## src/hw/rtl/scbp_pkg.sv

```systemverilog
`timescale 1ns / 1ps
// ----------------------------------------------------------------------------
// scbp_pkg
// Types, constants and helpers shared by the size class block pool.
// ----------------------------------------------------------------------------
package scbp_pkg;

   localparam int NUM_CLASSES = 8;
   localparam int CLASS_W     = 3;
   localparam int SIZE_W      = 16;
   localparam int ID_W        = 8;
   localparam int CSR_INDEX_W = 8;

   localparam int POOL_BLOCKS_DEF = 128;
   localparam int STACK_DEPTH_DEF = 16;

   localparam logic [SIZE_W-1:0] CLASS_RESET_SIZE [NUM_CLASSES] = '{
      16'd64, 16'd96, 16'd128, 16'd192, 16'd256, 16'd512, 16'd1024, 16'd4096
   };

   typedef enum logic {
      CMD_TAKE = 1'b0,
      CMD_PUT  = 1'b1
   } cmd_type;

   typedef enum logic [1:0] {
      STATUS_OK     = 2'd0,
      STATUS_NO_FIT = 2'd1,
      STATUS_REJECT = 2'd2
   } status_type;

   typedef struct packed {
      logic              cmd;
      logic [SIZE_W-1:0] request_size;
      logic [ID_W-1:0]   block_id;
   } req_type;

   typedef struct packed {
      logic [1:0]        status;
      logic [ID_W-1:0]   given_id;
      logic [SIZE_W-1:0] given_capacity;
   } rsp_type;

   typedef struct packed {
      logic [ID_W-1:0]   id;
      logic [SIZE_W-1:0] cap;
   } entry_type;

   typedef struct packed {
      logic               pop;
      logic               push;
      status_type         status;
      logic [CLASS_W-1:0] cls;
   } dec_type;

   // blocks loaded into class c after reset, capped at the stack depth
   function automatic int fill_reset(input int pool, input int depth, input int c);
      int n;
      n = (pool - c + NUM_CLASSES - 1) >> CLASS_W;
      return (n < depth) ? n : depth;
   endfunction

endpackage

```

## src/hw/rtl/scbp_class_sel.sv

```systemverilog
`timescale 1ns / 1ps
// ----------------------------------------------------------------------------
// scbp_class_sel
// Picks the class for a take or a put from the class sizes and stack levels.
// ----------------------------------------------------------------------------
module scbp_class_sel (
   input  scbp_pkg::req_type                                    item,
   input  logic [scbp_pkg::NUM_CLASSES-1:0][scbp_pkg::SIZE_W-1:0] sizes,
   input  logic [scbp_pkg::NUM_CLASSES-1:0]                     nonempty,
   input  logic [scbp_pkg::NUM_CLASSES-1:0]                     full,
   output scbp_pkg::dec_type                                    dec
);

   logic [scbp_pkg::SIZE_W-1:0]  want;
   logic [scbp_pkg::CLASS_W-1:0] fit_cls;
   logic                         any_fit;
   logic [scbp_pkg::CLASS_W-1:0] last_used;
   logic [scbp_pkg::CLASS_W-1:0] first_ge;
   logic                         any_ge;
   logic [scbp_pkg::SIZE_W-1:0]  fit_size;
   logic                         close_fit;

   assign want = item.request_size;

   always_comb begin
      fit_cls   = '0;
      any_fit   = 1'b0;
      first_ge  = '0;
      any_ge    = 1'b0;
      last_used = '0;
      for (int c = scbp_pkg::NUM_CLASSES - 1; c >= 0; c--) begin
         if (nonempty[c] && sizes[c] >= want) begin
            fit_cls = scbp_pkg::CLASS_W'(c);
            any_fit = 1'b1;
         end
         if (sizes[c] >= want) begin
            first_ge = scbp_pkg::CLASS_W'(c);
            any_ge   = 1'b1;
         end
      end
      for (int c = 0; c < scbp_pkg::NUM_CLASSES; c++) begin
         if (nonempty[c]) begin
            last_used = scbp_pkg::CLASS_W'(c);
         end
      end
   end

   assign fit_size  = sizes[fit_cls];
   assign close_fit = (fit_size - want) <= (want >> 2);

   always_comb begin
      dec.pop    = 1'b0;
      dec.push   = 1'b0;
      dec.status = scbp_pkg::STATUS_OK;
      dec.cls    = '0;
      if (item.cmd == scbp_pkg::CMD_TAKE) begin
         if (!any_fit) begin
            dec.status = scbp_pkg::STATUS_NO_FIT;
         end else begin
            dec.pop = 1'b1;
            dec.cls = close_fit ? fit_cls : last_used;
         end
      end else begin
         dec.cls = first_ge;
         if (!any_ge || full[first_ge]) begin
            dec.status = scbp_pkg::STATUS_REJECT;
         end else begin
            dec.push = 1'b1;
         end
      end
   end

endmodule

```

## src/hw/rtl/scbp_stack_mem.sv

```systemverilog
`timescale 1ns / 1ps
// ----------------------------------------------------------------------------
// scbp_stack_mem
// Block stack storage with registered read and the load sweep after reset.
// ----------------------------------------------------------------------------
module scbp_stack_mem #(
   parameter int POOL_BLOCKS = scbp_pkg::POOL_BLOCKS_DEF,
   parameter int STACK_DEPTH = scbp_pkg::STACK_DEPTH_DEF,
   parameter int ADDR_W      = 7
) (
   input  logic                clock,
   input  logic                reset,
   output logic                busy,
   input  logic                wr_en,
   input  logic [ADDR_W-1:0]   wr_addr,
   input  scbp_pkg::entry_type wr_entry,
   input  logic                rd_en,
   input  logic [ADDR_W-1:0]   rd_addr,
   output scbp_pkg::entry_type rd_entry
);

   localparam int MEM_DEPTH = 1 << ADDR_W;
   localparam int SLOT_W    = ADDR_W - scbp_pkg::CLASS_W;
   localparam int STACK_ALL = scbp_pkg::NUM_CLASSES * STACK_DEPTH;
   localparam int INIT_LEN  = (POOL_BLOCKS < STACK_ALL) ? POOL_BLOCKS : STACK_ALL;
   localparam int POS_W     = $clog2(INIT_LEN);

   scbp_pkg::entry_type mem [MEM_DEPTH];

   logic                        busy_ff;
   logic                        busy_in;
   logic [POS_W-1:0]            pos_ff;
   logic [POS_W-1:0]            pos_in;
   logic [scbp_pkg::CLASS_W-1:0] init_cls;
   logic [SLOT_W-1:0]           init_slot;
   logic                        we;
   logic [ADDR_W-1:0]           wa;
   scbp_pkg::entry_type         wd;

   assign init_cls  = pos_ff[scbp_pkg::CLASS_W-1:0];
   assign init_slot = SLOT_W'(pos_ff >> scbp_pkg::CLASS_W);

   always_comb begin
      pos_in  = pos_ff;
      busy_in = busy_ff;
      if (busy_ff) begin
         pos_in = pos_ff + POS_W'(1);
         if (pos_ff == POS_W'(INIT_LEN - 1)) begin
            busy_in = 1'b0;
         end
      end
   end

   always_comb begin
      if (busy_ff) begin
         we     = 1'b1;
         wa     = {init_cls, init_slot};
         wd.id  = scbp_pkg::ID_W'(pos_ff) + scbp_pkg::ID_W'(1);
         wd.cap = scbp_pkg::CLASS_RESET_SIZE[init_cls];
      end else begin
         we = wr_en;
         wa = wr_addr;
         wd = wr_entry;
      end
   end

   always_ff @(posedge clock) begin
      if (reset) begin
         busy_ff <= 1'b1;
         pos_ff  <= '0;
      end else begin
         busy_ff <= busy_in;
         pos_ff  <= pos_in;
      end
   end

   always_ff @(posedge clock) begin
      if (we) begin
         mem[wa] <= wd;
      end
   end

   always_ff @(posedge clock) begin
      if (rd_en) begin
         rd_entry <= mem[rd_addr];
      end
   end

   assign busy = busy_ff;

endmodule

```

## src/hw/rtl/size_class_block_pool.sv

```systemverilog
`timescale 1ns / 1ps
// ----------------------------------------------------------------------------
// size_class_block_pool
// Segregated-fit pool of free blocks kept as LIFO stacks in eight size classes.
// ----------------------------------------------------------------------------
//  channel | ports                                  | handshake
//  --------+----------------------------------------+---------------------------
//  request | start, busy, req_data                  | beat when start & !busy
//  result  | rsp_valid, rsp_data                    | one-cycle strobe, no stall
//  config  | csr_valid, csr_ready, csr_index, csr_wdata | beat when valid & ready
//
//  One beat per cycle while busy is low; the request register holds the accepted beat.
//  Class choice, level update and stack read follow in the same cycle; the result is registered.
//  After reset, busy stays high while the stacks are loaded with min(POOL_BLOCKS,
//  8 * STACK_DEPTH) blocks; config beats are taken meanwhile.
//  The receiver cannot stall; csr_ready is always high.
// ----------------------------------------------------------------------------
module size_class_block_pool #(
   parameter int POOL_BLOCKS = scbp_pkg::POOL_BLOCKS_DEF,
   parameter int STACK_DEPTH = scbp_pkg::STACK_DEPTH_DEF
) (
   input  logic                             clock,
   input  logic                             reset,
   input  logic                             start,
   output logic                             busy,
   input  scbp_pkg::req_type                req_data,
   output logic                             rsp_valid,
   output scbp_pkg::rsp_type                rsp_data,
   input  logic                             csr_valid,
   output logic                             csr_ready,
   input  logic [scbp_pkg::CSR_INDEX_W-1:0] csr_index,
   input  logic [scbp_pkg::SIZE_W-1:0]      csr_wdata
);

   localparam int FILL_W = $clog2(STACK_DEPTH + 1);
   localparam int SLOT_W = (STACK_DEPTH > 1) ? $clog2(STACK_DEPTH) : 1;
   localparam int ADDR_W = scbp_pkg::CLASS_W + SLOT_W;

   logic [scbp_pkg::NUM_CLASSES-1:0][scbp_pkg::SIZE_W-1:0] size_ff;
   logic [FILL_W-1:0]            fill_ff [scbp_pkg::NUM_CLASSES];
   logic [scbp_pkg::NUM_CLASSES-1:0] nonempty;
   logic [scbp_pkg::NUM_CLASSES-1:0] full;

   logic                         req_valid_ff;
   scbp_pkg::req_type            req_ff;
   scbp_pkg::dec_type            dec;
   logic                         do_pop;
   logic                         do_push;
   logic [FILL_W-1:0]            cls_fill;
   logic [FILL_W-1:0]            cls_fill_in;
   logic [SLOT_W-1:0]            push_slot;
   logic [SLOT_W-1:0]            pop_slot;
   scbp_pkg::entry_type          wr_entry;
   scbp_pkg::entry_type          rd_entry;

   logic                         rsp_valid_ff;
   logic                         rsp_pop_ff;
   logic [1:0]                   rsp_status_ff;

   assign csr_ready = 1'b1;

   always_ff @(posedge clock) begin
      if (reset) begin
         for (int c = 0; c < scbp_pkg::NUM_CLASSES; c++) begin
            size_ff[c] <= scbp_pkg::CLASS_RESET_SIZE[c];
         end
      end else if (csr_valid && csr_index < scbp_pkg::CSR_INDEX_W'(scbp_pkg::NUM_CLASSES)) begin
         size_ff[csr_index[scbp_pkg::CLASS_W-1:0]] <= csr_wdata;
      end
   end

   always_ff @(posedge clock) begin
      if (reset) begin
         req_valid_ff <= 1'b0;
      end else begin
         req_valid_ff <= start && !busy;
      end
   end

   always_ff @(posedge clock) begin
      if (start && !busy) begin
         req_ff <= req_data;
      end
   end

   always_comb begin
      for (int c = 0; c < scbp_pkg::NUM_CLASSES; c++) begin
         nonempty[c] = fill_ff[c] != '0;
         full[c]     = fill_ff[c] >= FILL_W'(STACK_DEPTH);
      end
   end

   scbp_class_sel u_class_sel (
      .item     (req_ff),
      .sizes    (size_ff),
      .nonempty (nonempty),
      .full     (full),
      .dec      (dec)
   );

   assign do_pop    = req_valid_ff && dec.pop;
   assign do_push   = req_valid_ff && dec.push;
   assign cls_fill  = fill_ff[dec.cls];
   assign push_slot = cls_fill[SLOT_W-1:0];
   assign pop_slot  = SLOT_W'(cls_fill - FILL_W'(1));

   always_comb begin
      cls_fill_in = cls_fill;
      if (do_pop) begin
         cls_fill_in = cls_fill - FILL_W'(1);
      end else if (do_push) begin
         cls_fill_in = cls_fill + FILL_W'(1);
      end
   end

   always_ff @(posedge clock) begin
      if (reset) begin
         for (int c = 0; c < scbp_pkg::NUM_CLASSES; c++) begin
            fill_ff[c] <= FILL_W'(scbp_pkg::fill_reset(POOL_BLOCKS, STACK_DEPTH, c));
         end
      end else if (do_pop || do_push) begin
         fill_ff[dec.cls] <= cls_fill_in;
      end
   end

   assign wr_entry.id  = req_ff.block_id;
   assign wr_entry.cap = req_ff.request_size;

   scbp_stack_mem #(
      .POOL_BLOCKS (POOL_BLOCKS),
      .STACK_DEPTH (STACK_DEPTH),
      .ADDR_W      (ADDR_W)
   ) u_stack_mem (
      .clock    (clock),
      .reset    (reset),
      .busy     (busy),
      .wr_en    (do_push),
      .wr_addr  ({dec.cls, push_slot}),
      .wr_entry (wr_entry),
      .rd_en    (do_pop),
      .rd_addr  ({dec.cls, pop_slot}),
      .rd_entry (rd_entry)
   );

   always_ff @(posedge clock) begin
      if (reset) begin
         rsp_valid_ff <= 1'b0;
      end else begin
         rsp_valid_ff <= req_valid_ff;
      end
   end

   always_ff @(posedge clock) begin
      rsp_pop_ff    <= do_pop;
      rsp_status_ff <= dec.status;
   end

   assign rsp_valid               = rsp_valid_ff;
   assign rsp_data.status         = rsp_status_ff;
   assign rsp_data.given_id       = rsp_pop_ff ? rd_entry.id : '0;
   assign rsp_data.given_capacity = rsp_pop_ff ? rd_entry.cap : '0;

   a_result_follows: assert property (@(posedge clock) disable iff (reset)
      (start && !busy) |-> ##2 rsp_valid)
      else $error("accepted beat gave no result");

   a_load_once: assert property (@(posedge clock) disable iff (reset)
      !busy |=> !busy)
      else $error("stack load restarted");

   a_pop_nonempty: assert property (@(posedge clock) disable iff (reset)
      do_pop |-> cls_fill != '0)
      else $error("pop from empty class");

   a_push_room: assert property (@(posedge clock) disable iff (reset)
      do_push |-> cls_fill < FILL_W'(STACK_DEPTH))
      else $error("push onto full class");

   a_fail_zero: assert property (@(posedge clock) disable iff (reset)
      (rsp_valid && rsp_data.status != scbp_pkg::STATUS_OK)
         |-> (rsp_data.given_id == '0 && rsp_data.given_capacity == '0))
      else $error("failed beat carries a block");

endmodule
```

## config.mk

```make
export PLATFORM = sky130hd
export DESIGN_NAME = size_class_block_pool
export DESIGN_NICKNAME = d
export VERILOG_FILES = /design/src/hw/rtl/scbp_pkg.sv /design/src/hw/rtl/scbp_class_sel.sv /design/src/hw/rtl/scbp_stack_mem.sv /design/src/hw/rtl/size_class_block_pool.sv
export SDC_FILE = /design/constraint.sdc
export NUM_CORES = 2
export LEC_CHECK = 0
export ABC_CLOCK_PERIOD_IN_PS = 13100
export BUFFER_PORTS_ARGS = -buffer_cell sky130_fd_sc_hd__buf_2
export CAP_MARGIN = 20
export CELL_PAD_IN_SITES_DETAIL_PLACEMENT = 1
export CELL_PAD_IN_SITES_GLOBAL_PLACEMENT = 1
export CORE_UTILIZATION = 25
export CTS_CLUSTER_DIAMETER = 30
export DETAILED_ROUTE_END_ITERATION = 8
export MAX_ROUTING_LAYER = met4
export PLACE_DENSITY_LB_ADDON = 0.1
export SYNTH_ARGS = -nofsm -noshare
export SYNTH_HDL_FRONTEND = slang
export SYNTH_HIERARCHICAL = 1
export SYNTH_SLANG_ARGS = --single-unit
```

## constraint.sdc

```tcl
create_clock -name clock -period 13.1 [get_ports clock]
set_input_delay 1.31 -clock clock [delete_from_list [all_inputs] [get_ports clock]]
set_output_delay 1.31 -clock clock [all_outputs]
set_load 0.05 [all_outputs]
```

After elaboration in Yosys (flattened, before gate mapping):

Memory sizes are Yosys's and may differ from the RTL's. A register that Yosys moved wholly into a read port is not among the register bits.
Cells that the tools add are included.
Widths: inputs -> output; s select.

* register bits: 166
* memory bits (writable): 3112
* ROM bits: 128
* input port bits: 53
* output and inout bits: 29
* word-level logic and storage cells: 152
* memories: 3

Memory list
* u_stack_mem.mem: words 128, bits a word 24, read ports 1, clocked after memory_dff 1, wr ports 1, line scbp_stack_mem.sv:28 `scbp_pkg::entry_type mem [MEM_DEPTH];`
* (no name shown): words 8, bits a word 16, read ports 1, clocked after memory_dff 0, wr ports 0, line scbp_stack_mem.sv:59 `wd.cap = scbp_pkg::CLASS_RESET_SIZE[init_cls];`
* fill_ff: words 8, bits a word 5, read ports 9, clocked after memory_dff 0, wr ports 8, line size_class_block_pool.sv:40 `logic [FILL_W-1:0] fill_ff [scbp_pkg::NUM_CLASSES];`

* add/subtract/negate cells: 5
* order comparisons: 23
* equality and inequality tests: 1
* muxes and demuxes: 76
* bitwise logic cells: 1
* reductions and logical operators: 26

Operators with widths (count)
* $bwmux 128: 1
* $ge 16x16->1: 8
* $mux 16: 5
* $mux 3: 23
* $bmux 16 s3: 1
* $demux 16 s3: 1
* $ge 5x5->1 const B: 8
* $reduce_bool 5->1: 8
* $mux 1: 34
* $mux 24: 1
* $mux 5: 4
* $le 16x14->1: 1
* $sub 16x16->16: 1
* $logic_and 1x1->1: 13
* $lt 3x4->1 const B: 3
* $add 7x1->8 const B: 1
* $lt 8x4->1 const B: 1
* $mux 8: 1
* $add 7x1->7 const B: 1
* $eq 7x7->1 const B: 1
* $mux 7: 1
* $mux 2: 3
* $add 5x1->5 const B: 1
* $reduce_or 5->1: 1
* 7 further kinds: 9

Logic depth before layout (Yosys ltp):

An unclocked memory read counts as a cell.

* depth in word-level cells: 23
* depth in mapped cells: 51
* gate-level depth less buffers: 44

Cells and area by module:

Netlist, hierarchy kept.

Modules (own cells, without submodules)
* scbp_stack_mem: times used 1, cells each 4654, area an instance 118419.8 um^2, sequential area each 93129.3 um^2
* size_class_block_pool: times used 1, cells each 818, area an instance 7788.7 um^2, sequential area each 4614.4 um^2
* scbp_class_sel: times used 1, cells each 817, area an instance 5421.4 um^2, sequential area each 0.0 um^2

Worst setup path before layout:

Ideal clock, no wire load.

* path type: register to register
* start point: register req_ff[10] (netlist name)
* end point: register, netlist name u_stack_mem/rd_entry[10]
* library setup time: 260 ps
* data arrival time: 10927 ps
* data required time: 12840 ps
* slack: 1913 ps
* stages on the path, launching flop included: 50
* path buffers: 8
* period minus slack after synthesis: 11187 ps
* cells stage by stage: edfxtp_1 -> inv_1 -> ha_1 -> a21o_1 -> a31oi_1 -> o21ai_1 -> a2111oi_2 -> a2bb2oi_1 -> nor3b_1 -> or2_2 -> buf_2 -> buf_1 -> nand2_1 -> nand3_1 -> o21ai_0 -> o21ai_0 -> ha_1 -> nor2b_1 -> [... 14 more ...] -> a21oi_1 -> o31a_1 -> a22o_1 -> buf_6 -> buf_6 -> mux4_2 -> mux2_2 -> clkbuf_1 -> inv_1 -> ha_1 -> xor2_1 -> clkbuf_1 -> clkbuf_1 -> buf_1 -> mux4_2 -> mux4_2 -> mux4_2 -> mux2_2

RTL lines
* start, declared: line size_class_block_pool.sv:45 `scbp_pkg::req_type req_ff;`
* start signal, assigned: line size_class_block_pool.sv:82 `req_ff <= req_data;`

==> impl_metrics.toml <==
[status]
status = "finished clean"

[floorplanning]
ios = 82
core_region_area_um2 = 525000
num_rows = 266
dieHeight_um = 728
die_width_um = 728
dieArea_um2 = 529000
start_util = 0.251

[yosys]
synth-seq-cells = 3302
async_reset_ff_frac = 0
ys_warn_count = 6
synth_area_leaders = "edfxtp_1 (72%), mux4_2 (17%), dfxtp_1 (2.1%)"
synth_edf_count = 3161
avgSynthCellArea_um2 = 20.9
synthCells = 6289
syn_nets = 6508
yosysUniqueCellTypes = 83
synth_seq_area_share = 0.743
yosys_most_used_dff = "edfxtp_1"
synth_largest_area_cell = "edfxtp_1"
syn_area_um2 = 132000
synth_top_area_share = 0.721

[cts]
cts_sinks = 3302
root_buffer = "clkbuf_16"
clk_pin_slew_ns = 0.05
clockBufferDepth = 4
insertion_delay_ns = 1.09
cts_tree = "built"
cts_inserted_buffers = 837
ctsHoldBuffers = 0
h-tree-depth = 6

[cells_and_area]
fin_nets = 7681
drive_gt1_frac = 0.394
finalNonFillerCells = 15200
final_common_cell = "edfxtp_1"
final_cell_mix = "edfxtp_1 (3,161), mux4_2 (1,015), clkbuf_16 (844)"
area_growth_syn_to_layout_pct = 34.7

[pwr]
p_leak_nw = 58.3
ir_drop_v = 0.000134
p_per_area_nw_per_um2 = 190

[sta]
rsz0062_at_grt = "false"
finalHoldViolCount = 0
setup_viol = 0
finalCritPeriodShare = 0.955
fin_setup_tns_ns = 0
fin_skew_ns = 0.0659
worst_pin_slew_ns = 1.18
fmax_mhz = 79.9
maxSlewHeadroom = 0.215
slew_viol_final = 0
fin_crit_ns = 12.51

[critical_path]
cp_max_fo = 24
cp-start-kind = "register"
cp_data_arrival_time_ns = 13.32
critPathRequiredTime_ns = 13.90
critPathMaxStageDelay_ns = 0.66
end_kind = "register"
cp_slowest_cell = "mux4_2"
critPathKind = "register to register"

[grt]
grt_max_degree = 129
grt_pass1_vias = 77100
antenna_found_initial = 71
grt_overflow = 0
grt_use_total = 0.183
grt_pass1_wl_mm = 654

[drt]
route.met2.wl_mm = 233
topRoutingLayerUsed = "met4"
wl_per_cell_um = 31.5
dr_total_vias = 71000
dr.first_iter.drc_count = 6075
wl_met1_mm = 213
dr.pass1.iters = 5
postRouteAntennaNets = 0
drc = 0
viasPerCell = 4.67
dr_wl_met3_mm = 23.2
wl_mm = 479

[place]
gp_congestion = 0.769
dp.cells = 13600
dp_hpwl_mm = 288
portBuffers = 80

[run]
maxCapViolCount = 0

[hold_path]
min_path_type = "input pin to register"
## power breakdown
part | switching, mW | internal [mW] | leakage (nW)
Clock | 6.47 | 14.2 | 13.8
Combinational | 0.830 | 0.602 | 15.0
Sequential | 0.0124 | 11.6 | 29.4
## registers in the layout, indices dropped and copies added, names as in the netlist
signal / count
size_ff: 128
u_stack_mem/busy: 1
rsp_status_ff: 2
fill_ff: 40
u_stack_mem/mem: 3072
u_stack_mem/pos_ff: 7
req_ff: 25
rsp_valid: 1
u_stack_mem/rd_entry: 24
rsp_pop_ff: 1
req_valid_ff: 1
## metrics by stage
step | hold slack (ns) | setup slack, ns | utilization | area, µm² | power, mW
5_1_grt | 0.330 | 0.00679 | 0.338 | 177000 | 34.6
4_1_cts | 0.284 | 0.0955 | 0.337 | 177000 | 34.1
3_3_place_gp | 0.452 | 0.0363 | 0.283 | 148000 | 13.3
3_5_place_dp | 0.453 | 0.161 | 0.283 | 148000 | 13.3
6_report | 0.395 | 0.587 | 0.338 | 177000 | 33.7
2_1_floorplan | 0.436 | 1.91 | - | 132000 | 12.5
## metal layers
| layer | GRT usage | vias up |
|---|---|---|
| li1 | - | 29000 |
| met1 | 0.245 | 39300 |
| met2 | 0.298 | 2102 |
| met3 | 0.0274 | 617 |
| met4 | 0.0378 | 0 |
| met5 | - | - |
## critical path: cells and delay by family (launching register included)
family / cells / cell delay (ns)
compound gates: 18 / 4.27
mux: 6 / 2.49
buf+inv: 11 / 2.39
fa+ha+maj: 4 / 1.07
simple gates: 7 / 1.03
flops: 1 / 0.52
xor+xnor: 2 / 0.35
## layout make-up
type                            instances  area [µm²]
Sequential cell                      3302       97700
Antenna cell                           48         120
Multi-Input combinational cell       2577       33600
Clock inverter                        597        6930
Inverter                               71         293
Clock buffer                          975       21800
Timing Repair Buffer                  673        8090
Tap cell                             6968        8720
Fill cell                           51600      347000
## synth_stat cells (all sizes together), types with 17 or more instances
| master | count |
|---|---|
| xnor2 | 19 |
| a21oi | 164 |
| mux2 | 30 |
| nor2b | 31 |
| inv | 71 |
| ha | 165 |
| o21ai | 81 |
| and2 | 30 |
| mux2i | 43 |
| edfxtp | 3161 |
| nor3 | 34 |
| nand4 | 17 |
| mux4 | 1015 |
| nand2 | 379 |
| dfxtp | 141 |
| buf | 113 |
| clkbuf | 226 |
| nor2 | 289 |
| nand3 | 90 |
| nand2b | 25 |
## logic make-up after synthesis
group                    Yosys count  synth area share
buffers and inverters            410            0.0125
AO/OA/AOI/OAI                    354            0.0164
flip-flops                      3302             0.743
XOR/XNOR                          23           0.00159
multiplexers                    1088             0.180
adder cells (fa/ha/maj)          166            0.0158
other                              1         0.0000285
AND/OR/NAND/NOR                  945            0.0315
## final timing paths
| check | cells after the start | from | slack (ns) | end |
|---|---|---|---|---|
| max | 48 | req_ff[11]$_DFFE_PP_ | 0.59 | u_stack_mem/rd_entry[9]$_DFFE_PP_ |
| min | 1 | req_data[4] | 0.39 | req_ff[4]$_DFFE_PP_ |
| max reg2reg | 48 | req_ff[11]$_DFFE_PP_ | 0.59 | u_stack_mem/rd_entry[9]$_DFFE_PP_ |
| min reg2reg | 2 | size_ff[32]$_SDFFE_PP0P_ | 0.45 | size_ff[32]$_SDFFE_PP0P_ |
## timing repair
| action | 4_1_cts | 5_1_grt |
|---|---|---|
| setup buffers | 0 | 3 |
| gates resized for setup | 0 | 15 |
| endpoints found under the setup margin | 0 | 24 |
Power figures use the tool's default switching activity.
